==> config.mk <==
export PLATFORM = sky130hd
export DESIGN_NAME = edf_task_scheduler_flat
export DESIGN_NICKNAME = d
export VERILOG_FILES = /design/src/rtl/edf_pkg.sv /design/src/rtl/edf_if.sv /design/src/rtl/edf_task_scheduler.sv /design/src/rtl/edf_ram.sv /design/src/rtl/edf_list.sv /design/src/flat_wrapper.sv
export SDC_FILE = /design/constraint.sdc
export NUM_CORES = 2
export LEC_CHECK = 0
export BUFFER_PORTS_ARGS = -buffer_cell sky130_fd_sc_hd__buf_2
export CAP_MARGIN = 30
export CORE_MARGIN = 2
export CORE_UTILIZATION = 50
export DETAILED_ROUTE_END_ITERATION = 8
export PLACE_DENSITY = 0.73
export SLEW_MARGIN = 40
export SYNTH_ARGS = -nofsm -noshare
export SYNTH_HDL_FRONTEND = slang
export SYNTH_SLANG_ARGS = --single-unit
==> constraint.sdc <==
create_clock -name clk_i -period 13.5 [get_ports clk_i]
set_input_delay 1.35 -clock clk_i [delete_from_list [all_inputs] [get_ports clk_i]]
set_output_delay 1.35 -clock clk_i [all_outputs]
set_load 0.02 [all_outputs]
==> src/rtl/edf_pkg.sv <==
// Package with shared types, constants and codes of the EDF task scheduler.
package edf_pkg;

  localparam int unsigned ListDepth = 32;
  localparam int unsigned IdxW = $clog2(ListDepth);
  localparam int unsigned CntW = $clog2(ListDepth + 1);
  localparam int unsigned IdW = 16;
  localparam int unsigned TimeW = 31;
  localparam int unsigned EntryW = IdW + TimeW;

  typedef enum logic [2:0] {
    OpTimer   = 3'd0,
    OpArrival = 3'd1,
    OpFinish  = 3'd2,
    OpIoReq   = 3'd3,
    OpIoEnd   = 3'd4,
    OpDecide  = 3'd5
  } opcode_e;

  typedef struct packed {
    logic [2:0]       opcode;
    logic [TimeW-1:0] event_time;
    logic [IdW-1:0]   task_id;
    logic [TimeW-1:0] task_deadline;
    logic [IdW-1:0]   running_cpu;
    logic [IdW-1:0]   running_io;
  } req_t;

  typedef struct packed {
    logic [IdW-1:0] cpu_pick;
    logic [IdW-1:0] io_pick;
    logic           overflowed;
  } rsp_t;

  typedef struct packed {
    logic [IdW-1:0]   id;
    logic [TimeW-1:0] deadline;
  } entry_t;

endpackage

==> src/rtl/edf_if.sv <==
// Valid/ready channel interface for scheduler request and response beats.
interface edf_req_if;
  logic          valid;
  logic          ready;
  edf_pkg::req_t data;
  modport source (output valid, output data, input ready);
  modport sink (input valid, input data, output ready);
endinterface

interface edf_rsp_if;
  logic          valid;
  logic          ready;
  edf_pkg::rsp_t data;
  modport source (output valid, output data, input ready);
  modport sink (input valid, input data, output ready);
endinterface

==> src/rtl/edf_task_scheduler.sv <==
// Top level of the EDF task scheduler with CPU and IO task lists.
//   channel  dir  beat content
//   req      in   opcode, time, id, deadline, running tasks
//   rsp      out  cpu_pick, io_pick, overflowed (decide only)
// One request is handled at a time; the block is not ready while it works.
// Each list walk reads its list RAM one entry at a time. An IO request or IO end
// inserts into one list and then removes from the other; a timer only sets the
// current time and touches neither list.
// Reset empties both lists and sets the current time to minus one.
// A waiting response holds the next request off until it is taken.
module edf_task_scheduler (
  input logic      clk_i,
  input logic      rst_ni,
  edf_req_if.sink  req_i,
  edf_rsp_if.source rsp_o
);
  typedef enum logic [3:0] {
    SIdle  = 4'b0001,
    SFirst = 4'b0010,
    SNext  = 4'b0100,
    SOut   = 4'b1000
  } state_e;

  state_e state_q, state_d;
  edf_pkg::req_t req_q;
  logic [31:0] now_q, now_d;
  logic ovf_q, ovf_d, rsp_valid_q, rsp_valid_d;
  edf_pkg::rsp_t rsp_q, rsp_d;
  logic c_ins, c_rem, c_pick, c_busy, c_full, c_empty;
  logic i_ins, i_rem, i_pick, i_busy, i_full, i_empty;
  logic [edf_pkg::IdW-1:0] c_out, i_out;
  logic acc, io_idle;

  assign acc = req_i.valid && req_i.ready;
  assign req_i.ready = (state_q == SIdle) && !rsp_valid_q;
  assign rsp_o.valid = rsp_valid_q;
  assign rsp_o.data  = rsp_q;
  assign io_idle = (req_q.running_io == '0);

  edf_list u_cpu (
    .clk_i, .rst_ni, .ins_i(c_ins), .rem_i(c_rem), .pick_i(c_pick),
    .id_i(req_q.task_id), .dl_i(req_q.task_deadline), .now_i(now_q),
    .busy_o(c_busy), .full_o(c_full), .empty_o(c_empty), .pick_o(c_out)
  );

  edf_list u_io (
    .clk_i, .rst_ni, .ins_i(i_ins), .rem_i(i_rem), .pick_i(i_pick),
    .id_i(req_q.task_id), .dl_i(req_q.task_deadline), .now_i(now_q),
    .busy_o(i_busy), .full_o(i_full), .empty_o(i_empty), .pick_o(i_out)
  );

  always_comb begin
    state_d = state_q;
    now_d = now_q;
    ovf_d = ovf_q;
    rsp_valid_d = rsp_valid_q && !rsp_o.ready;
    rsp_d = rsp_q;
    c_ins = 1'b0; c_rem = 1'b0; c_pick = 1'b0;
    i_ins = 1'b0; i_rem = 1'b0; i_pick = 1'b0;
    unique case (state_q)
      SIdle: if (acc) state_d = SFirst;
      SFirst: begin
        state_d = SNext;
        unique case (req_q.opcode) inside
          edf_pkg::OpTimer: begin
            now_d = {1'b0, req_q.event_time};
            state_d = SIdle;
          end
          edf_pkg::OpArrival, edf_pkg::OpIoEnd: begin
            if (c_full) ovf_d = 1'b1;
            else c_ins = 1'b1;
          end
          edf_pkg::OpFinish: c_rem = 1'b1;
          edf_pkg::OpIoReq: begin
            if (i_full) ovf_d = 1'b1;
            else i_ins = 1'b1;
          end
          edf_pkg::OpDecide: begin
            c_pick = !c_empty;
            i_pick = io_idle && !i_empty;
          end
          default: state_d = SIdle;
        endcase
      end
      SNext: begin
        if (!c_busy && !i_busy) begin
          state_d = SOut;
          unique case (req_q.opcode)
            edf_pkg::OpIoReq: c_rem = 1'b1;
            edf_pkg::OpIoEnd: i_rem = 1'b1;
            default: ;
          endcase
        end
      end
      SOut: begin
        if (!c_busy && !i_busy) begin
          state_d = SIdle;
          if (req_q.opcode == edf_pkg::OpDecide) begin
            rsp_valid_d = 1'b1;
            rsp_d.cpu_pick = c_empty ? req_q.running_cpu : c_out;
            rsp_d.io_pick = (io_idle && !i_empty) ? i_out : req_q.running_io;
            rsp_d.overflowed = ovf_q;
          end
        end
      end
      default: state_d = SIdle;
    endcase
  end

  always_ff @(posedge clk_i or negedge rst_ni) begin
    if (!rst_ni) begin
      state_q <= SIdle;
      now_q <= '1;
      ovf_q <= 1'b0;
      rsp_valid_q <= 1'b0;
    end else begin
      state_q <= state_d;
      now_q <= now_d;
      ovf_q <= ovf_d;
      rsp_valid_q <= rsp_valid_d;
    end
  end

  always_ff @(posedge clk_i) begin
    if (acc) req_q <= req_i.data;
    rsp_q <= rsp_d;
  end
endmodule

==> src/rtl/edf_ram.sv <==
// Generic single-port RAM with a registered read.
module edf_ram #(
  parameter int unsigned Width = 8,
  parameter int unsigned Depth = 16
) (
  input  logic                     clk_i,
  input  logic                     we_i,
  input  logic [$clog2(Depth)-1:0] addr_i,
  input  logic [Width-1:0]         wdata_i,
  output logic [Width-1:0]         rdata_o
);
  logic [Width-1:0] mem_q [Depth];

  always_ff @(posedge clk_i) begin
    if (we_i) begin
      mem_q[addr_i] <= wdata_i;
    end
    rdata_o <= mem_q[addr_i];
  end
endmodule

==> src/rtl/edf_list.sv <==
// One deadline-ordered task list: RAM, count and a sequencer for insert, remove and pick.
module edf_list (
  input  logic                        clk_i,
  input  logic                        rst_ni,
  input  logic                        ins_i,
  input  logic                        rem_i,
  input  logic                        pick_i,
  input  logic [edf_pkg::IdW-1:0]     id_i,
  input  logic [edf_pkg::TimeW-1:0]   dl_i,
  input  logic [31:0]                 now_i,
  output logic                        busy_o,
  output logic                        full_o,
  output logic                        empty_o,
  output logic [edf_pkg::IdW-1:0]     pick_o
);
  typedef enum logic [6:0] {
    SIdle    = 7'b0000001,
    SInsRd   = 7'b0000010,
    SInsCmp  = 7'b0000100,
    SInsWr   = 7'b0001000,
    SRemRd   = 7'b0010000,
    SRemCmp  = 7'b0100000,
    SPickCmp = 7'b1000000
  } state_e;

  state_e state_q, state_d;
  logic [edf_pkg::CntW-1:0] cnt_q, cnt_d, ptr_q, ptr_d;
  edf_pkg::entry_t carry_q, carry_d, rdata, wdata;
  logic [edf_pkg::IdW-1:0] pick_q, pick_d, first_q, first_d;
  logic found_q, found_d, we;
  logic [edf_pkg::IdxW-1:0] addr;

  edf_ram #(.Width(edf_pkg::EntryW), .Depth(edf_pkg::ListDepth)) u_ram (
    .clk_i   (clk_i),
    .we_i    (we),
    .addr_i  (addr),
    .wdata_i (wdata),
    .rdata_o (rdata)
  );

  assign busy_o  = (state_q != SIdle);
  assign full_o  = (cnt_q == edf_pkg::CntW'(edf_pkg::ListDepth));
  assign empty_o = (cnt_q == '0);
  assign pick_o  = pick_q;

  always_comb begin
    state_d = state_q;
    cnt_d   = cnt_q;
    ptr_d   = ptr_q;
    carry_d = carry_q;
    pick_d  = pick_q;
    first_d = first_q;
    found_d = found_q;
    we      = 1'b0;
    addr    = ptr_q[edf_pkg::IdxW-1:0];
    wdata   = carry_q;
    unique case (state_q)
      SIdle: begin
        ptr_d = '0;
        addr  = '0;
        found_d = 1'b0;
        if (ins_i) begin
          carry_d = '{id: id_i, deadline: dl_i};
          state_d = SInsRd;
        end else if (rem_i) begin
          carry_d.id = id_i;
          state_d = SRemRd;
        end else if (pick_i) begin
          state_d = SPickCmp;
        end
      end
      SInsRd: begin
        if (ptr_q == cnt_q) begin
          state_d = SInsWr;
        end else begin
          state_d = SInsCmp;
        end
      end
      SInsCmp: begin
        // Once the slot is found, every later entry moves up by one.
        ptr_d = ptr_q + 1'b1;
        addr  = ptr_d[edf_pkg::IdxW-1:0];
        if (found_q || rdata.deadline > carry_q.deadline) begin
          we      = 1'b1;
          addr    = ptr_q[edf_pkg::IdxW-1:0];
          carry_d = rdata;
          found_d = 1'b1;
        end
        state_d = SInsRd;
      end
      SInsWr: begin
        we      = 1'b1;
        cnt_d   = cnt_q + 1'b1;
        state_d = SIdle;
      end
      SRemRd: begin
        if (ptr_q == cnt_q) begin
          if (found_q) begin
            cnt_d = cnt_q - 1'b1;
          end
          state_d = SIdle;
        end else begin
          state_d = SRemCmp;
        end
      end
      SRemCmp: begin
        // After a match, each entry is copied one place down.
        if (found_q) begin
          we    = 1'b1;
          addr  = ptr_q[edf_pkg::IdxW-1:0] - 1'b1;
          wdata = rdata;
        end else if (rdata.id == carry_q.id) begin
          found_d = 1'b1;
        end
        ptr_d = ptr_q + 1'b1;
        state_d = SRemRd;
      end
      SPickCmp: begin
        if (ptr_q != '0 && ptr_q == cnt_q) begin
          pick_d  = first_q;
          state_d = SIdle;
        end else if (ptr_q != '0 && $signed({1'b0, rdata.deadline}) > $signed(now_i)) begin
          pick_d  = rdata.id;
          state_d = SIdle;
        end else begin
          if (ptr_q == '0) begin
            first_d = rdata.id;
            pick_d  = rdata.id;
            ptr_d   = ptr_q + 1'b1;
            if ($signed({1'b0, rdata.deadline}) > $signed(now_i) ||
                cnt_q == edf_pkg::CntW'(1)) begin
              state_d = SIdle;
            end
          end else begin
            ptr_d = ptr_q + 1'b1;
          end
          addr = ptr_d[edf_pkg::IdxW-1:0];
        end
      end
      default: state_d = SIdle;
    endcase
  end

  always_ff @(posedge clk_i or negedge rst_ni) begin
    if (!rst_ni) begin
      state_q <= SIdle;
      cnt_q   <= '0;
      ptr_q   <= '0;
      found_q <= 1'b0;
    end else begin
      state_q <= state_d;
      cnt_q   <= cnt_d;
      ptr_q   <= ptr_d;
      found_q <= found_d;
    end
  end

  always_ff @(posedge clk_i) begin
    carry_q <= carry_d;
    pick_q  <= pick_d;
    first_q <= first_d;
  end
endmodule

==> src/flat_wrapper.sv <==
// flat-port wrapper written by rule: the top's interface ports become plain ports
module edf_task_scheduler_flat 
  (clk_i, rst_ni, req_i_valid, req_i_data, req_i_ready, rsp_o_valid, rsp_o_data, rsp_o_ready);
  edf_req_if req_i_i ();
  edf_rsp_if rsp_o_i ();
  input logic clk_i;
  input logic rst_ni;
  input wire logic [$bits(req_i_i.valid)-1:0] req_i_valid;
  input wire logic [$bits(req_i_i.data)-1:0] req_i_data;
  output wire logic [$bits(req_i_i.ready)-1:0] req_i_ready;
  output wire logic [$bits(rsp_o_i.valid)-1:0] rsp_o_valid;
  output wire logic [$bits(rsp_o_i.data)-1:0] rsp_o_data;
  input wire logic [$bits(rsp_o_i.ready)-1:0] rsp_o_ready;
  assign req_i_i.valid = req_i_valid;
  assign req_i_i.data = req_i_data;
  assign req_i_ready = req_i_i.ready;
  assign rsp_o_valid = rsp_o_i.valid;
  assign rsp_o_data = rsp_o_i.data;
  assign rsp_o_i.ready = rsp_o_ready;
  edf_task_scheduler u_core (.clk_i(clk_i), .rst_ni(rst_ni), .req_i(req_i_i), .rsp_o(rsp_o_i));
endmodule
==> reports/summary.txt <==
Maximum root-to-sink buffer count: 4
Fin Hold WS: 0.466 ns
Hold Path Class: flop to flop
Die Area: 274000 um2
Failing checks: design-rule violations
Chip width: 523 um
CTS Buf Count: 356
Worst setup SP type: flop
Skew-Pair Late Insertion Delay: 0.98 ns
Status: finished with violations
Count of flip-flops with a built-in enable after synthesis: 3312
CP max FO: 64
CTS root buffer: clkbuf_16
Via count: 83100
CP endpoint kind: flop
PwrDens: 164 nW/um2
DR iter-0 viols: 14400
Cells after synthesis: 8993
Clock power share: 38.5%
Most common library cell in the layout ignoring fill and taps: edfxtp_1
Nets: 9359
Share of cells above drive strength 1: 12.7%
CP required: 14.04 ns
IO Pins: 152
TNS Setup: 0 ns
Period utilization: 50.3%
Critical setup path kind: flop to flop
CTS Hold Bufs: 0
GR Overflow Total: 0
Int Pwr: 19.1 mW
RSZ-0062 raised after global routing: no
Final WS setup: 6.71 ns
Antenna violations before repair: 15
DRC Markers: 10
Post-DRT Antenna Nets: 0
Initial Utilization: 50.3%
Largest net degree at the start of global routing: 188
Place WS: 6.49 ns
CTS H-tree lvls: 5
Primary FF master, synth: edfxtp_1
Clk_skew: 0.0818 ns
Tot Pwr: 24.9 mW
Final setup violating endpoints: 0
Final instance area: 152000 um2
Total global-route track usage: 26.2%
Seq pwr share: 52.9%
Max Freq: 147 MHz
Post-CTS sizing: 0
Post-CTS setup buffer count: 0
Pin slew with the least headroom to its limit: 1.02 ns
Warnings, synthesis: 0
Core footprint: 268000 um2
Commonest cells after routing, fill and taps aside: 3312 x edfxtp_1, 1898 x nand2_1, 541 x nand3_1, 376 x a222oi_1, 365 x clkbuf_16
Worst vdd ir: 0.124 mV
Port Buffers: 151
Vias in the first global route: 79600
Slew HR: 31.9%
Fin crit period: 6.79 ns
Sequential element share of the synthesized area: 76.7%
Net Sw Frac: 23.4%
Routed vias/inst: 6.43
Drt total wl: 368 mm
Syn Area/Cell: 15.0 um2
CTS tree: yes
Worst endpoint data arrival time: 7.33 ns
Flops & latches, synth: 3484
Clk sinks: 3484
Mapped Area: 135000 um2
Drt first pass iters: 9
Syn_nets: 9246
CTS clk-pin slew, worst paths: 0.06 ns
DP Area: 140000 um2
LEAKAGE: 49.8 nW
Max Cap Violations: 0
Wire per inst: 28.4 um
First-pass GRT wire length: 533 mm
Final hold vios: 0
DP HPWL: 203 mm
Rows: 190
Async S/R FF share, synth: 2.24%
Placer Congestion: 0.880
Die H: 523 um
Slew Viols, Final: 0
Switch Pwr: 5.84 mW
Synth-to-Final Area Change: 12.7%
Comb power frac: 8.6%
Yosys cell types: 76
==> cells in the mapped netlist, types with 133 or more instances <==
master	instances	share of area [%]
edfxtp_1	3312	74
mux2_2	218	1.8
ha_1	136	1.3
clkbuf_1	463	1.3
a222oi_1	376	2.8
a21oi_1	216	0.80
a21boi_0	231	1.3
nand3_1	549	2.0
a31oi_1	252	1.2
nor2_1	134	0.37
a32oi_1	133	0.86
nand2_1	1904	5.3
==> worst paths after layout <==
kind                                               startpoint                               to  slack, ns  cells past startpoint
max in group asynchronous                              rst_ni               u_core.rsp_o.valid      12.25                      2
worst max-delay path            u_core.u_io.u_ram.rdata_o[30]  u_core.u_io.u_ram.mem_q[17][45]       6.71                     11
worst max register to register  u_core.u_io.u_ram.rdata_o[30]  u_core.u_io.u_ram.mem_q[17][45]       6.71                     11
worst min register to register                   u_core.ovf_q             u_core.rsp_o.data[0]       0.47                      0
min in group asynchronous                              rst_ni                 u_core.now_q[23]       0.55                      1
worst min-delay path                             u_core.ovf_q             u_core.rsp_o.data[0]       0.47                      0
==> power groups by stage <==
stage | logic [mW] | registers [mW] | clock network [mW]
2_1_floorplan | 1.29 | 13.3 | 0
3_3_place_gp | 1.95 | 13.4 | 0
3_5_place_dp | 2.08 | 13.4 | 0
4_1_cts | 2.09 | 13.2 | 9.67
5_1_grt | 2.32 | 13.2 | 10.1
6_report | 2.15 | 13.2 | 9.60
==> routing by layer <==
| layer | routed length (um) | global-route usage [%] |
|---|---|---|
| met5 | 90 | 0 |
| met4 | 18600 | 12.1 |
| met3 | 38900 | 4.04 |
| met2 | 168000 | 40.2 |
| met1 | 143000 | 37.3 |
==> cell families (layout without fill, tap and decap cells) <==
kind of cell,Yosys count,in the layout,share of synthesized area [%]
AO/OA/AOI/OAI,1512,1512,8.53
XOR/XNOR,63,63,0.410
adder cells (fa/ha/maj),136,136,1.26
buffers and inverters,668,1050,1.93
flip-flops,3484,3484,76.7
multiplexers,220,220,1.84
other,0,6,0
AND/OR/NAND/NOR,2910,2910,9.30
==> critical path, stage by stage (launching register included) <==
cell and delay, ns:
dfxtp_1 0.46, ha_1 0.40, nand4_1 0.28, nor4_2 0.64, inv_1 0.10, o221a_2 0.37
o21ai_0 0.58, a41o_1 0.40, and2_4 0.68, nand2_1 0.74, nor2_4 0.85, buf_4 0.71
==> registers in the layout (all words and copies together) (netlist names), 7 cells and up <==
register                    cells
u_core.u_cpu.u_ram.mem_q     1504
u_core.u_io.u_ram.mem_q      1504
u_core.req_q                  113
u_core.u_cpu.carry_q           47
u_core.u_cpu.u_ram.rdata_o     47
u_core.u_io.carry_q            47
u_core.u_io.u_ram.rdata_o      47
u_core.rsp_o.data              33
u_core.now_q                   32
u_core.u_cpu.first_q           16
u_core.u_cpu.pick_o            16
u_core.u_io.first_q            16
u_core.u_io.pick_o             16
u_core.u_cpu.state_q            7
u_core.u_io.state_q             7
==> through the flow <==
step                      instances  utilization (%)
after floorplan                8993                -
after global placement        12300             52.1
after detailed placement      12300             52.3
after CTS                     12900             56.5
after global routing          12900             56.6
final                         12900             56.6
==> cell type report <==
cell class	count	area (um2)
inverter	112	420
clock buffer	450	9540
clock inverter	177	1730
fill	19900	116000
tap	3552	4440
timing repair buffer	311	2700
multi-input combinational	4841	29600
sequential	3484	103000
antenna	6	15.0
Note: power is estimated with default switching activity, not from simulation.
